### src/rtl/smtq_pkg.sv
// ----------------------------------------------------------------------------
// smtq_pkg
// shared types and constants of the sorted timer expiry queue
// ----------------------------------------------------------------------------
`default_nettype none

package smtq_pkg;

  localparam int TIMER_SLOTS = 32;
  localparam int MAX_RESULTS = 32;
  localparam int FIFO_DEPTH  = 2;

  // slot index, link pointer (one code above the slots marks the end of the queue)
  localparam int IW = (TIMER_SLOTS > 1) ? $clog2(TIMER_SLOTS) : 1;
  localparam int PW = $clog2(TIMER_SLOTS + 1);
  localparam int CW = $clog2(MAX_RESULTS + 1);
  localparam int FW = (FIFO_DEPTH > 1) ? $clog2(FIFO_DEPTH) : 1;
  localparam int FCW = $clog2(FIFO_DEPTH + 1);

  localparam logic [PW-1:0] NO_LINK = PW'(TIMER_SLOTS);

  typedef enum logic [1:0] {
    KIND_TICK  = 2'd0,
    KIND_ALLOC = 2'd1,
    KIND_FREE  = 2'd2,
    KIND_SET   = 2'd3
  } kind_t;

  typedef enum logic [1:0] {
    ST_UNUSED = 2'd0,
    ST_ALLOC  = 2'd1,
    ST_QUEUED = 2'd2,
    ST_SPARE  = 2'd3
  } status_t;

  typedef enum logic {
    RES_ALLOC  = 1'b0,
    RES_EXPIRY = 1'b1
  } res_kind_t;

  typedef struct packed {
    kind_t        kind;
    logic [4:0]   idx;
    logic         in_range;
    logic [30:0]  delay;
    logic [31:0]  pay;
  } cmd_t;

endpackage

`default_nettype wire

### src/rtl/smtq_front.sv
// ----------------------------------------------------------------------------
// smtq_front
// command intake: classifies each word and holds it in a short queue
// ----------------------------------------------------------------------------
`default_nettype none

module smtq_front (
  input  wire logic                 clk,
  input  wire logic                 rst,
  input  wire logic                 start,
  output logic                      busy,
  input  wire logic [1:0]           kind,
  input  wire logic [4:0]           timer_index,
  input  wire logic [30:0]          delay_ticks,
  input  wire logic signed [31:0]   payload,
  output logic                      cmd_valid,
  output smtq_pkg::cmd_t            cmd,
  input  wire logic                 cmd_pop
);
  import smtq_pkg::*;

  cmd_t            entry [FIFO_DEPTH];
  logic [FW-1:0]   wr_ptr;
  logic [FW-1:0]   rd_ptr;
  logic [FCW-1:0]  fill;
  logic            push;
  cmd_t            in_cmd;

  assign busy      = (fill == FCW'(FIFO_DEPTH));
  assign push      = start && !busy;
  assign cmd_valid = (fill != '0);
  assign cmd       = entry[rd_ptr];

  always_comb begin
    in_cmd.kind     = kind_t'(kind);
    in_cmd.idx      = timer_index;
    in_cmd.in_range = (32'(timer_index) < 32'(TIMER_SLOTS));
    in_cmd.delay    = delay_ticks;
    in_cmd.pay      = payload;
  end

  always_ff @(posedge clk) begin
    if (rst) begin
      wr_ptr <= '0;
      rd_ptr <= '0;
      fill   <= '0;
    end else begin
      if (push) begin
        entry[wr_ptr] <= in_cmd;
        wr_ptr <= (wr_ptr == FW'(FIFO_DEPTH - 1)) ? '0 : wr_ptr + 1'b1;
      end
      if (cmd_pop) begin
        rd_ptr <= (rd_ptr == FW'(FIFO_DEPTH - 1)) ? '0 : rd_ptr + 1'b1;
      end
      fill <= fill + FCW'(push) - FCW'(cmd_pop);
    end
  end

endmodule

`default_nettype wire

### src/rtl/smtq_back.sv
// ----------------------------------------------------------------------------
// smtq_back
// command sequencer: scans the slot status on allocate and walks the sorted queue one entry a cycle
// ----------------------------------------------------------------------------
`default_nettype none

module smtq_back (
  input  wire logic                 clk,
  input  wire logic                 rst,
  input  wire logic                 cmd_valid,
  input  wire smtq_pkg::cmd_t       cmd,
  output logic                      cmd_pop,
  output logic                      strobe,
  output logic                      result_kind,
  output logic [4:0]                slot,
  output logic                      alloc_ok,
  output logic signed [31:0]        expired_payload,
  output logic                      last
);
  import smtq_pkg::*;

  typedef enum logic [5:0] {
    S_IDLE   = 6'b000001,
    S_TICK   = 6'b000010,
    S_SCAN   = 6'b000100,
    S_UNLINK = 6'b001000,
    S_SETUP  = 6'b010000,
    S_INSERT = 6'b100000
  } state_t;

  state_t          state;
  logic [31:0]     expiry  [TIMER_SLOTS];
  logic [31:0]     pay_mem [TIMER_SLOTS];
  logic [PW-1:0]   link    [TIMER_SLOTS];
  status_t         status  [TIMER_SLOTS];

  logic [31:0]     tick_count;
  logic [PW-1:0]   head;
  logic [PW-1:0]   cur;
  logic [PW-1:0]   prev;
  logic [PW-1:0]   idx;
  logic [IW-1:0]   scan;
  logic [PW-1:0]   guard;
  logic [CW-1:0]   count;
  logic            is_set;
  logic [30:0]     delay;
  logic [31:0]     pay;
  logic [31:0]     t_new;

  // held back one step so that the final report can carry last
  logic            pend_valid;
  logic [PW-1:0]   pend_slot;
  logic [31:0]     pend_pay;

  logic [IW-1:0]   cur_i;
  logic [IW-1:0]   idx_i;
  logic [PW-1:0]   cmd_idx_p;
  logic [IW-1:0]   stat_addr;
  status_t         stat_rd;
  logic            cur_ok;
  logic            walk_ok;
  logic            due;

  assign cur_i     = cur[IW-1:0];
  assign idx_i     = idx[IW-1:0];
  assign cmd_idx_p = PW'(cmd.idx);
  assign stat_addr = (state == S_SCAN) ? scan : cmd_idx_p[IW-1:0];
  assign stat_rd   = status[stat_addr];
  assign cur_ok    = (cur < NO_LINK);
  assign walk_ok   = cur_ok && (guard < PW'(TIMER_SLOTS));
  assign due       = cur_ok && (count < CW'(MAX_RESULTS)) && (expiry[cur_i] <= tick_count);
  assign cmd_pop   = (state == S_IDLE) && cmd_valid;

  always_ff @(posedge clk) begin
    if (rst) begin
      state      <= S_IDLE;
      tick_count <= '0;
      head       <= NO_LINK;
      pend_valid <= 1'b0;
      strobe     <= 1'b0;
      for (int i = 0; i < TIMER_SLOTS; i++) status[i] <= ST_UNUSED;
    end else begin
      strobe <= 1'b0;
      unique case (state)
        S_IDLE: begin
          if (cmd_valid) begin
            idx    <= cmd_idx_p;
            is_set <= (cmd.kind == KIND_SET);
            delay  <= cmd.delay;
            pay    <= cmd.pay;
            prev   <= NO_LINK;
            cur    <= head;
            guard  <= '0;
            count  <= '0;
            scan   <= '0;
            unique case (cmd.kind)
              KIND_TICK: begin
                tick_count <= tick_count + 32'd1;
                state      <= S_TICK;
              end
              KIND_ALLOC: state <= S_SCAN;
              KIND_FREE: begin
                if (cmd.in_range) begin
                  if (stat_rd == ST_QUEUED) state <= S_UNLINK;
                  else status[cmd_idx_p[IW-1:0]] <= ST_UNUSED;
                end
              end
              KIND_SET: begin
                if (cmd.in_range) begin
                  if (stat_rd == ST_QUEUED) state <= S_UNLINK;
                  else if (stat_rd != ST_UNUSED) state <= S_SETUP;
                end
              end
              default: state <= S_IDLE;
            endcase
          end
        end
        S_TICK: begin
          if (due) begin
            status[cur_i] <= ST_ALLOC;
            head          <= link[cur_i];
            cur           <= link[cur_i];
            count         <= count + 1'b1;
            pend_valid    <= 1'b1;
            pend_slot     <= cur;
            pend_pay      <= pay_mem[cur_i];
          end else begin
            state <= S_IDLE;
          end
          // previous report goes out now; last when the walk stops here
          if (pend_valid) begin
            strobe          <= 1'b1;
            result_kind     <= RES_EXPIRY;
            slot            <= 5'(pend_slot);
            alloc_ok        <= 1'b0;
            expired_payload <= pend_pay;
            last            <= !due;
          end
          if (!due) pend_valid <= 1'b0;
        end
        S_SCAN: begin
          if (stat_rd == ST_UNUSED) begin
            status[scan]    <= ST_ALLOC;
            strobe          <= 1'b1;
            result_kind     <= RES_ALLOC;
            slot            <= 5'(scan);
            alloc_ok        <= 1'b1;
            expired_payload <= '0;
            last            <= 1'b1;
            state           <= S_IDLE;
          end else if (scan == IW'(TIMER_SLOTS - 1)) begin
            strobe          <= 1'b1;
            result_kind     <= RES_ALLOC;
            slot            <= '0;
            alloc_ok        <= 1'b0;
            expired_payload <= '0;
            last            <= 1'b1;
            state           <= S_IDLE;
          end else begin
            scan <= scan + 1'b1;
          end
        end
        S_UNLINK: begin
          if (walk_ok && cur != idx) begin
            prev  <= cur;
            cur   <= link[cur_i];
            guard <= guard + 1'b1;
          end else begin
            if (walk_ok) begin
              if (prev == NO_LINK) head <= link[cur_i];
              else link[prev[IW-1:0]] <= link[cur_i];
            end
            if (is_set) begin
              state <= S_SETUP;
            end else begin
              status[idx_i] <= ST_UNUSED;
              state         <= S_IDLE;
            end
          end
        end
        S_SETUP: begin
          expiry[idx_i]  <= t_new;
          pay_mem[idx_i] <= pay;
          status[idx_i]  <= ST_QUEUED;
          cur            <= head;
          prev           <= NO_LINK;
          guard          <= '0;
          state          <= S_INSERT;
        end
        S_INSERT: begin
          if (walk_ok && !(expiry[idx_i] <= expiry[cur_i])) begin
            prev  <= cur;
            cur   <= link[cur_i];
            guard <= guard + 1'b1;
          end else begin
            link[idx_i] <= cur_ok ? cur : NO_LINK;
            if (prev == NO_LINK) head <= idx;
            else link[prev[IW-1:0]] <= idx;
            state <= S_IDLE;
          end
        end
        default: state <= S_IDLE;
      endcase
    end
  end

  assign t_new = tick_count + {1'b0, delay};

endmodule

`default_nettype wire

### src/rtl/sorted_multi_timer_queue.sv
// ----------------------------------------------------------------------------
// sorted_multi_timer_queue
// pool of timers kept as a linked queue sorted by expiry time
// ----------------------------------------------------------------------------
//  channel   handshake        word fields
//  command   start / busy     kind, timer_index, delay_ticks, payload
//  result    strobe           result_kind, slot, alloc_ok, expired_payload, last
//
//  a tick takes expired timers from the queue head, up to 32 of them
//  allocate scans the slot status one slot a cycle until it finds an unused slot
//  free walks the queue one link a cycle to unlink a queued timer; set walks it to insert, twice if already queued
//  reset is synchronous; all slots unused, queue empty, tick count zero
//  busy rises only when the two-word command queue is full; results cannot be stalled
`default_nettype none

module sorted_multi_timer_queue (
  input  wire logic                 clk,
  input  wire logic                 rst,
  input  wire logic                 start,
  output logic                      busy,
  input  wire logic [1:0]           kind,
  input  wire logic [4:0]           timer_index,
  input  wire logic [30:0]          delay_ticks,
  input  wire logic signed [31:0]   payload,
  output logic                      strobe,
  output logic                      result_kind,
  output logic [4:0]                slot,
  output logic                      alloc_ok,
  output logic signed [31:0]        expired_payload,
  output logic                      last
);
  import smtq_pkg::*;

  // words waiting between intake and sequencer
  logic  cmd_valid;
  cmd_t  cmd;
  logic  cmd_pop;

  smtq_front u_front (
    .clk         (clk),
    .rst         (rst),
    .start       (start),
    .busy        (busy),
    .kind        (kind),
    .timer_index (timer_index),
    .delay_ticks (delay_ticks),
    .payload     (payload),
    .cmd_valid   (cmd_valid),
    .cmd         (cmd),
    .cmd_pop     (cmd_pop)
  );

  // sequencer owns all timer state and drives the result strobe
  smtq_back u_back (
    .clk             (clk),
    .rst             (rst),
    .cmd_valid       (cmd_valid),
    .cmd             (cmd),
    .cmd_pop         (cmd_pop),
    .strobe          (strobe),
    .result_kind     (result_kind),
    .slot            (slot),
    .alloc_ok        (alloc_ok),
    .expired_payload (expired_payload),
    .last            (last)
  );

`ifndef NO_ASSERTIONS
  a_pop_needs_word: assert property (@(posedge clk) disable iff (rst)
    cmd_pop |-> cmd_valid)
    else $error("sequencer took a word from an empty queue");

  a_alloc_single: assert property (@(posedge clk) disable iff (rst)
    (strobe && result_kind == RES_ALLOC) |-> (last && expired_payload == 32'sd0))
    else $error("allocation answer not a single final word");

  a_alloc_then_idle: assert property (@(posedge clk) disable iff (rst)
    (strobe && result_kind == RES_ALLOC) |=> !strobe)
    else $error("result followed an allocation answer at once");

  a_expiry_not_ok: assert property (@(posedge clk) disable iff (rst)
    (strobe && result_kind == RES_EXPIRY) |-> !alloc_ok)
    else $error("expiry report flagged as allocation");
`endif

endmodule

`default_nettype wire
### config.mk
export PLATFORM = sky130hd
export DESIGN_NAME = sorted_multi_timer_queue
export DESIGN_NICKNAME = d
export VERILOG_FILES = /design/src/rtl/smtq_pkg.sv /design/src/rtl/smtq_front.sv /design/src/rtl/smtq_back.sv /design/src/rtl/sorted_multi_timer_queue.sv
export SDC_FILE = /design/constraint.sdc
export NUM_CORES = 2
export LEC_CHECK = 0
export ABC_CLOCK_PERIOD_IN_PS = 13450
export BUFFER_PORTS_ARGS = -buffer_cell sky130_fd_sc_hd__buf_2
export CORE_ASPECT_RATIO = 0.7
export CORE_MARGIN = 4
export CORE_UTILIZATION = 40
export CTS_BUF_LIST = sky130_fd_sc_hd__clkbuf_4 sky130_fd_sc_hd__clkbuf_8
export DETAILED_ROUTE_END_ITERATION = 7
export SLEW_MARGIN = 20
export SYNTH_ARGS = -nofsm -noshare
export SYNTH_HDL_FRONTEND = slang
export SYNTH_SLANG_ARGS = --single-unit
### constraint.sdc
create_clock -name clk -period 13.45 [get_ports clk]
set_input_delay 2.0175 -clock clk [delete_from_list [all_inputs] [get_ports clk]]
set_output_delay 2.0175 -clock clk [all_outputs]
set_load 0.03 [all_outputs]
==> results <==
- The flow ran to the end, and the final reports show no timing, DRC or antenna violations.
- The floorplan step set the die width to 652 um.
- Once layout is complete, the utilization of the core stands at between 40% and 50%.
- The overall die area is 299000 um2.
- The count of input and output buffers is ~110.
- 115 I/O pins were placed.
- The required arrival time at the worst endpoint is approximately 14 ns.
- The maximum count of clock buffers along a single path is 4.
- The worst setup path category is reg2reg.
- The setup-violating endpoint count in the final report is 0.
- The cell-internal power is approximately 17000 uW.
- The worst hold path passes through 2 cells.
- The worst setup path is launched from a flip-flop.
- Setup repair after global routing left no endpoint under its margin.
- The number of hold violations in the final report was 0.
- The peak clock frequency supported by timing is 116 MHz.
- The net switching power figure is about 8300 uW.
- TritonCTS built the clock tree.
- The total area inside the core boundary comes to 289000 um2.
- Summed over all layers, the routed wires come to approximately 340000 um.
- The largest stage delay on the critical path is 0.87 ns.
- Before antenna repair, the detailed router went through 6 iterations.
- The commonest non-fill, non-tap cell in the layout is sky130_fd_sc_hd__edfxtp_1.
- Of all cell types, the one taking the most synthesized area is sky130_fd_sc_hd__edfxtp_1.
- The maximum fanout encountered on the critical timing path is 79.
- The half-perimeter wire length after detailed placement is around 180000 um.
- The initial antenna violation count is 20.
- When the netlist entered floorplanning its net count stood at just under 6k.
- The signal arrival time at the worst endpoint is just over 9 ns.
- Of the cells placed in the final design, the portion with a size suffix greater than 1 is 34.9%.
- Summed over all layers, the global routing overflow is 0.
- The leakage power is 0.0419 uW.
- The number of synthesized register bits is 2680.
- The routability congestion estimate from global placement is 0.851.
- The clock insertion delay at the later pin of the skew report is a little over 1 ns.
- At the pin with the least slew margin, the transition time is approximately 1.3 ns.
- The library cell contributing the largest single delay on the critical path is sky130_fd_sc_hd__nor3b_2.
- The number of gates resized after CTS was 0.
- In the final routed layout, each cell accounts on average for 33.1 um.
- Relative to the synthesized area, the layout overhead comes to 11.9%.
- The worst register-to-register path has a depth of 17.
- The H-tree generated during clock tree synthesis spans 5 levels.
- The worst pin sits at a relative slew slack of ~11%.
- The main flop type after synthesis is sky130_fd_sc_hd__edfxtp_1.
- The synthesized design contains 2619 enable-type register cells.
- The number of max-slew violations in the final report is 0.
- For this run, the post-layout net count is 6182.
- The height of the die is around 460 um.
- The post-synth design cell area is approximately 120000 um2.
- Traced cell by cell, the critical path runs through buf_12 -> buf_12 -> mux4_2 -> mux4_2 -> mux2_2 -> ha_1 -> a21o_1 -> a21o_1 -> a21oi_1 -> o21ai_0 -> a221oi_1 -> a21o_1 -> nand3_1 -> or3_1 -> nor3b_2 -> nand2_1 -> o21ai_0.
- The part of the power in registers is between 40% and 50%.
- Counting I/O delays and the setup requirement, the final critical path takes around 8.6 ns.
- After layout, the worst path uses between 60% and 70% of the clock period.
- Of the total power, the clock network draws between 20% and 30%.
- The number of nets with antenna violations after routing is 0.
- STA classifies the critical path endpoint as a flip-flop.
- The Yosys warning count is 0.
- The wire length of the first global-routing pass is ~470000 um.
- The net switching share of the total power is 32.2%.
- Once the floorplan was initialized, standard cells occupied between 40% and 50% of the core.
- Yosys attributes the largest share of cell area to sky130_fd_sc_hd__edfxtp_1 68%, sky130_fd_sc_hd__mux4_2 20%, sky130_fd_sc_hd__mux2i_1 2.0%, sky130_fd_sc_hd__mux2_2 1.7%, sky130_fd_sc_hd__ha_1 1.1%.
- The via density per instance is 6.17.
- In this run the mean area of a mapped cell was 20.4 um2.
- The via count of the first global-routing pass is just over 60k.
- The share of total power dissipated in combinational logic is 33.3%.
- VDD sags by at most between 0.15 and 0.2 mV.
- Summing the sequential cell areas from Yosys gives between 60% and 70% of the chip area.
- The number of DRC markers in iteration 0 is around 8.7k.
- The fraction of registers with async set or reset after synthesis is 0%.
- In the routed design, unresolved DRC markers number 0.
- The cell repeated most along the worst path is sky130_fd_sc_hd__a21o_1.
- The count of different cell masters after synthesis is 79.
- The number of maximum-capacitance constraint violations is 0.
- The top cell types in the final layout, fill and taps aside, are 2619 x sky130_fd_sc_hd__edfxtp_1, 1020 x sky130_fd_sc_hd__mux4_2, 406 x sky130_fd_sc_hd__clkbuf_8, 223 x sky130_fd_sc_hd__mux2i_1, 179 x sky130_fd_sc_hd__mux2_2.
- Summing all placed instances gives a cell area of about 120000 um2.
- Counting every instance in the synthesized netlist gives 5694.
- After routing the design area is 130000 um2.
- The floorplan has 165 rows.
- The total clock buffers created by CTS is between 300 and 400.
- Buffers inserted to repair hold after CTS numbered 0.
- After routing, the total negative slack on setup checks comes to 0 ns.
- Across all layers, the routed design uses roughly 63k vias.
- The pin count of the biggest net entering global routing is ~140.
- The clock input transition at the sequential cells of the worst setup and hold paths is around 0.06 ns.
- Global routing used between 20% and 30% of the available tracks.
- The number of sinks handled by clock tree synthesis is 2680.
- Buffers added to address setup during post-CTS repair amount to 0.
- The share of synthesized area in the top cell type comes to between 60% and 70%.
- The clock root buffer is sky130_fd_sc_hd__clkbuf_8.
- The worst clock skew is between 0.1 and 0.15 ns.
- The power per cell area is just under 200 nW/um2.
- The type of the worst min-delay path is reg2reg.
## flip-flops by register name, indices dropped and copies added (netlist names), 31 cells and up, named ones only
register	flops
u_back.delay	31
u_back.expired_payload	32
u_back.expiry	1024
u_back.link	192
u_back.pay	32
u_back.pay_mem	1024
u_back.pend_pay	32
u_back.status	64
u_back.tick_count	32
u_front.entry	140
## synthesized netlist by cell type, drive strengths merged (51+ instances only)
| library cell | number |
|---|---|
| edfxtp | 2619 |
| mux4 | 1020 |
| clkbuf | 267 |
| mux2i | 228 |
| nor2 | 189 |
| mux2 | 179 |
| nand2 | 114 |
| ha | 102 |
| inv | 101 |
| buf | 96 |
| o21ai | 96 |
| a21oi | 83 |
| dfxtp | 61 |
| nor3 | 51 |
## cells by family (layout without fill, tap and decap cells)
family,count (synthesis),after routing,share of synthesized area (%)
simple gates,594,594,2.56
fa+ha+maj,103,103,1.12
compound gates,361,361,2.05
flops,2680,2680,68.8
mux,1427,1427,23.5
xor+xnor,65,65,0.490
buf+inv,464,1089,1.53
other cells,0,5,0
## cell type report
| class | instances | area, um2 |
|---|---|---|
| clock buffers | 549 | 6660 |
| inverters | 101 | 379 |
| repair buffers | 275 | 1950 |
| flip-flops and latches | 2680 | 79900 |
| diodes | 5 | 12.5 |
| well taps | 3841 | 4810 |
| clock inverters | 164 | 1070 |
| multi-input cells | 2550 | 35200 |
| fillers | 24100 | 159000 |
## metrics by stage
| step | setup slack, ns | total power [uW] | hold slack [ns] | std cells |
|---|---|---|---|---|
| 3_3_place_gp | 4.59 | 19100 | 0.448 | 9442 |
| 3_5_place_dp | 4.63 | 19200 | 0.452 | 9444 |
| 4_1_cts | 4.58 | 25800 | 0.461 | 10200 |
| 6_report | 4.82 | 25700 | 0.462 | 10200 |
| 5_1_grt | 4.18 | 26700 | 0.484 | 10200 |
| 2_1_floorplan | 5.46 | 16500 | 0.424 | 5694 |
## critical path, delay by kind of cell, from the launching register on
family	cells	cell delay, ns
AOI/OAI and AO/OA	7	2.03
and+or+nand+nor	4	2.13
adders and majority gates	1	0.31
DFF	1	0.79
buffers and inverters	2	1.06
muxes	3	1.40
## power groups by stage
stage | clock network (uW) | logic [uW] | registers, uW
CTS | 6730 | 8510 | 10500
global route | 7130 | 9060 | 10600
global placement | 0 | 8400 | 10700
finish | 6610 | 8540 | 10500
detailed placement | 0 | 8480 | 10700
floorplan | 0 | 6170 | 10300
## final timing paths
check / slack [ns] / startpoint / endpoint
max reg2reg: 4.82 / flip-flop / u_back.link[10][0]$_DFFE_PP_
max: 4.82 / flip-flop / u_back.link[10][0]$_DFFE_PP_
min: 0.46 / u_back.pend_valid$_SDFFE_PP0P_ / u_back.pend_valid$_SDFFE_PP0P_
min reg2reg: 0.46 / u_back.pend_valid$_SDFFE_PP0P_ / u_back.pend_valid$_SDFFE_PP0P_
## routing by layer
metal / global-route usage [%] / up-vias / share of wire, %
li1: - / 24700 / -
met1: 34.0 / 33900 / 44
met2: 32.4 / 3525 / 44
met3: 4.07 / 552 / 9.3
met4: 5.68 / 2 / 2.5
met5: 0.305 / - / 0.038
(Power assumes the default switching activity.)
